**src/rtl/nfa_lm_pkg.sv**
```systemverilog
// Shared types and codes for the NFA longest-match block.
// No dependencies; the edge memory, the edge evaluator and the top level use this package.
package nfa_lm_pkg;

  localparam int STATE_W    = 6;
  localparam int CHAR_W     = 8;
  localparam int KIND_W     = 2;
  localparam int OP_W       = 2;
  localparam int SLOT_W     = 8;
  localparam int CFG_IDX_W  = 2;
  localparam int CFG_DATA_W = 9;
  localparam int USE_W      = 9;

  // Request operations
  localparam logic [OP_W-1:0] OP_LOAD  = 2'd0;
  localparam logic [OP_W-1:0] OP_BEGIN = 2'd1;
  localparam logic [OP_W-1:0] OP_STEP  = 2'd2;

  // Edge kinds; the fourth code never matches
  localparam logic [KIND_W-1:0] KIND_LITERAL  = 2'd0;
  localparam logic [KIND_W-1:0] KIND_WILDCARD = 2'd1;
  localparam logic [KIND_W-1:0] KIND_EPSILON  = 2'd2;

  // Configuration register indexes
  localparam logic [CFG_IDX_W-1:0] CFG_START_STATE  = 2'd0;
  localparam logic [CFG_IDX_W-1:0] CFG_ACCEPT_STATE = 2'd1;
  localparam logic [CFG_IDX_W-1:0] CFG_EDGES_IN_USE = 2'd2;

  typedef struct packed {
    logic [STATE_W-1:0] src;
    logic [STATE_W-1:0] dst;
    logic [KIND_W-1:0]  kind;
    logic [CHAR_W-1:0]  ch;
  } edge_t;

  // Verdict of the edge evaluator for one table entry
  typedef struct packed {
    logic hit;    // edge fires and its destination is a real state
    logic fresh;  // it fires and its destination is not yet in the work set
  } eval_t;

endpackage

```
**src/rtl/nfa_lm_edge_eval.sv**
```systemverilog
// Shared edge evaluator: label match, source membership and destination test.
// Depends on nfa_lm_pkg for the edge entry and verdict types.
module nfa_lm_edge_eval #(
  parameter int NUM_STATES = 64
) (
  input  nfa_lm_pkg::edge_t                     entry,
  input  logic                                  closing,
  input  logic [nfa_lm_pkg::CHAR_W-1:0]         sym,
  input  logic [NUM_STATES-1:0]                 src_set,
  input  logic [NUM_STATES-1:0]                 dst_set,
  output nfa_lm_pkg::eval_t                     verdict
);
  import nfa_lm_pkg::*;

  localparam int SI = (NUM_STATES > 1) ? $clog2(NUM_STATES) : 1;

  function automatic logic member(input logic [NUM_STATES-1:0] s,
                                  input logic [STATE_W-1:0] i);
    member = (32'(i) < 32'(NUM_STATES)) && s[SI'(i)];
  endfunction

  logic label_ok;
  logic dst_ok;

  always_comb begin
    if (closing) begin
      label_ok = (entry.kind == KIND_EPSILON);
    end else begin
      label_ok = (entry.kind == KIND_WILDCARD) ||
                 ((entry.kind == KIND_LITERAL) && (entry.ch == sym));
    end
    dst_ok        = 32'(entry.dst) < 32'(NUM_STATES);
    verdict.hit   = label_ok && dst_ok && member(src_set, entry.src);
    verdict.fresh = verdict.hit && !member(dst_set, entry.dst);
  end

endmodule

```
**config.mk**
```make
export PLATFORM = sky130hd
export DESIGN_NAME = nfa_lm_edge_eval
export DESIGN_NICKNAME = d
export VERILOG_FILES = /design/src/rtl/nfa_lm_pkg.sv /design/src/rtl/nfa_lm_edge_eval.sv
export SDC_FILE = /design/constraint.sdc
export NUM_CORES = 1
export LEC_CHECK = 0
export CAP_MARGIN = 20
export CORE_AREA = 4 4 60 62
export DETAILED_ROUTE_END_ITERATION = 12
export DIE_AREA = 0 0 64 66
export DONT_BUFFER_PORTS = 1
export PLACE_DENSITY = 0.65
export SLEW_MARGIN = 5
export SYNTH_ARGS = -nofsm -noshare
export SYNTH_HDL_FRONTEND = slang
export SYNTH_SLANG_ARGS = --single-unit
```
**constraint.sdc**
```tcl
create_clock -name vclk -period 7.1
set_input_delay 2.13 -clock vclk [all_inputs]
set_output_delay 2.13 -clock vclk [all_outputs]
set_load 0.03 [all_outputs]
```
### Word level (Yosys, flattened, before mapping)

Index checks and enable logic that the tools add are counted.

* register bits: 0
* latch bits: 0
* memory bits (writable): 0
* bits in read-only memories: 0
* input bits: 159
* output and inout port bits: 2
* word-level logic and storage cells: 16
* memories kept: 0

* add/sub/neg operators: 0
* multiply operators: 0
* divide/modulo/power cells: 0
* magnitude comparators: 2
* equal/unequal tests: 3
* shift-type cells: 0
* muxes and demuxes: 5
* bitwise gates (word level): 0
* reductions and logical operators: 6

Operator list (number)
* < comparator 6 x 7 -> 1 bit, second input constant: 2
* binary-select mux 1 bit (select 6 bit): 2
* == test 8 bit: 1
* logical AND 1 bit: 3
* 2-to-1 mux 1 bit: 3
* == test 2 x 1 -> 1 bit, second input constant: 1
* == test 2 bit, second input constant: 1
* logical NOT 2 bit: 1
* logical NOT 1 bit: 1
* logical OR 1 bit: 1

### Depth between registers and ports, before layout

* depth after elaboration: 6
* depth in mapped cells: 7
* depth with buffers taken out: 5

### Least setup slack after synthesis

Ideal clock, no wire load.

* path type: input port to output port
* start: input entry[11] (netlist bit)
* end: output verdict[0] (netlist bit)
* data arrival time: 4.195 ns
* data required time: 4.970 ns
* slack: 0.775 ns
* cell stages on the path: 7
* path buffers: 2
* cells stage by stage: clkbuf_1 > clkbuf_1 > mux4_2 > a22oi_1 > a311oi_1 > or4_1 > a211oi_2

RTL lines
* start, declared: RTL line nfa_lm_edge_eval.sv:6 `input nfa_lm_pkg::edge_t entry,`
* end, declared: RTL line nfa_lm_edge_eval.sv:11 `output nfa_lm_pkg::eval_t verdict`

==> impl_metrics.yaml <==
yosys:
  synth.distinct_cells: 30
  synth_top_family_by_area: "multiplexers"
  synth_cells: 111
  synth-simple-area-share_pct: 15.79
  synth-compound-area-share_pct: 9.378
  yosys.area.top_type_share_pct: 31.98
  synthXorXnorAreaFrac_pct: 5.528
  synth_warnings: 0
  synthMuxAreaShare_pct: 63.57
  syn_area_sq_mm: 0.001267
  yosysSeqAreaShare_pct: 0
  synth_area_leaders: "mux4_2, mux4_1, xor2_1"
  synth_fp_nets: 270
  synth.most_common_cell: "mux4_2"
  yosys.area_share.adder_pct: 0
  synth_top_area_cell: "mux4_2"
  synth_common_cells: "mux4_2, mux4_1, xor2_1"
  synth.avg_cell_area_sq_um: 11.42
die:
  dieArea_sq_mm: 0.004224
  ios: 161
  die_h_microns: 66
  rows: 20
  start_util_pct: 41.86
  core_sq_mm: 0.003028
  die_width_microns: 64
timing:
  timing.final.crit_share_pct: 88.60
  slew_headroom_pct: 55.49
  slew_viol_final: 0
  tns_ns: 0
  fin_crit_ns: 6.291
  timing.fmax_mhz: 159.0
  rsz0062_at_grt: "false"
  setup_viol_count_final: 0
  tightest_slew_ns: 0.6697
  finalHoldViolCount: 0
place:
  io_buffers: 0
  dp_hpwl_mm: 3.848
  dp_cells: 145
  finalWeightedCongestion: 0.7459
worst_setup_path:
  arrival_ns: 4.16
  path_cells: "mux4_1 > a22oi_1 > a311oi_1 > or4_1 > a211oi_2"
  max_stage_delay_ns: 0.59
  critPathRequiredTime_ns: 4.97
  cp_slowest_cell: "or4_1"
  startpoint_type: "input port"
  end_kind: "primary output"
  crit_path_start: "entry[10]"
  cp-endpoint: "verdict[0]"
  cp_max_fo: 16
  crit_type: "input port to primary output"
routing:
  wl_met3_microns: 648
  wl_mm: 4.111
  drc: 0
  drt-wirelength-per-cell_microns: 28.35
  top_layer_used: "met5"
  wl_met2_mm: 2.296
  met1Wirelength_mm: 1.149
  avgViaCountPerCell: 7.497
  ant_nets: 0
  vias: 1087
  dr.pass1.iters: 4
  drt_iter0_markers: 32
min_path:
  hold_path.class: "input port to primary output"
pwr:
  switching_share_pct: 31.01
  p_switching_uw: 17.59
  finalPower_uw: 56.73
  ir_drop_uv: 17.17
  power_frac_comb_pct: 100.0
  power_frac_seq_pct: 0
  p_int_uw: 39.14
  powerDensity_mw_per_mm2: 45.11
  clockPowerShare_pct: 0
  p_leak_uw: 0.0004074
run_status:
  outcome: "finished, final reports clean"
layout:
  drive_gt1_share_pct: 23.76
  seq_cells: 0
  fillCellCount: 276
  seq_area_sq_um: 0
  synthToLayoutAreaGrowth_pct: -0.7894
  nets: 262
  multiInputGateArea_sq_mm: 0.001195
  n_antenna_cell: 0
  fin_cells: 145
  nClkBuffers: 0
clock_tree:
  post_cts_resized: 0
  ctsHoldBuffers: 0
  post-cts-setup-buffer-count: 0
flow_run:
  drv_cap: 0
grt:
  grt_first_pass_wirelength_mm: 5.706
  grt_pass1_vias: 1140
  antenna_found_initial: 1
  grt_start_max_net_pins: 17
  grt-ovfl-total: 0
  grt.total_usage_pct: 17.18
how the worst min path moves through the flow:
stage                          from    endpoint  slack (ns)  cells after the start
after detailed placement  entry[20]  verdict[0]        4.55                      2
final                     entry[20]  verdict[0]        4.54                      2
after CTS                 entry[20]  verdict[0]        4.55                      2
after global routing      entry[20]  verdict[0]        4.55                      2
after floorplan           entry[20]  verdict[0]        4.51                      2
after global placement    entry[20]  verdict[0]        4.52                      2
cell usage in the layout, fill, tap and decap left out, drive strengths merged, types with 2 or more instances in the layout:
cell,n
a21oi,2
a22oi,4
a311oi,4
inv,2
mux2,4
mux2i,4
mux4,30
nand2,6
nand2b,4
nand3,6
nand3b,4
nand4,2
nor2,5
nor2b,2
nor3,4
o21ai,2
o22ai,2
xor2,8
final cells by class:
| cell class | instances | share of cell area [%] |
|---|---|---|
| Inverter | 2 | 0.5970 |
| Tap cell | 44 | 4.378 |
| Multi-Input combinational cell | 99 | 95.02 |
metrics by stage:
step	setup slack [ns]	util, %	hold slack [ns]	area, sq um
2_1_floorplan	0.7745	-	4.507	1267
3_3_place_gp	0.8763	41.53	4.519	1257
3_5_place_dp	0.7856	41.53	4.546	1257
4_1_cts	0.7856	41.53	4.548	1257
5_1_grt	0.7825	41.53	4.553	1257
6_report	0.8092	41.53	4.544	1257
layer usage:
| layer | track usage [%] | vias up |
|---|---|---|
| met5 | 0 | - |
| met4 | 0 | 2 |
| met3 | 7.653 | 2 |
| met2 | 36.00 | 104 |
| met1 | 15.72 | 507 |
| li1 | - | 472 |
power by group through the flow:
stage,Combinational [uW],Clock [uW],Sequential [uW]
after detailed placement,56.7,0,0
after CTS,57.1,0,0
after global placement,55.7,0,0
after global routing,60.5,0,0
after floorplan,60.3,0,0
final,56.7,0,0
critical path: cells and delay by family:
kind | cells | cell delay [ns]
compound gates | 3 | 0.91
simple gates | 1 | 0.59
mux | 1 | 0.53
kinds of logic (layout without fill, tap and decap cells):
kind of cell	count (synthesis)	in the layout
XOR/XNOR	8	8
AND/OR/NAND/NOR	37	37
AO/OA/AOI/OAI	16	16
multiplexers	38	38
buffers and inverters	12	2
Note: power is estimated with default switching activity, not from simulation.
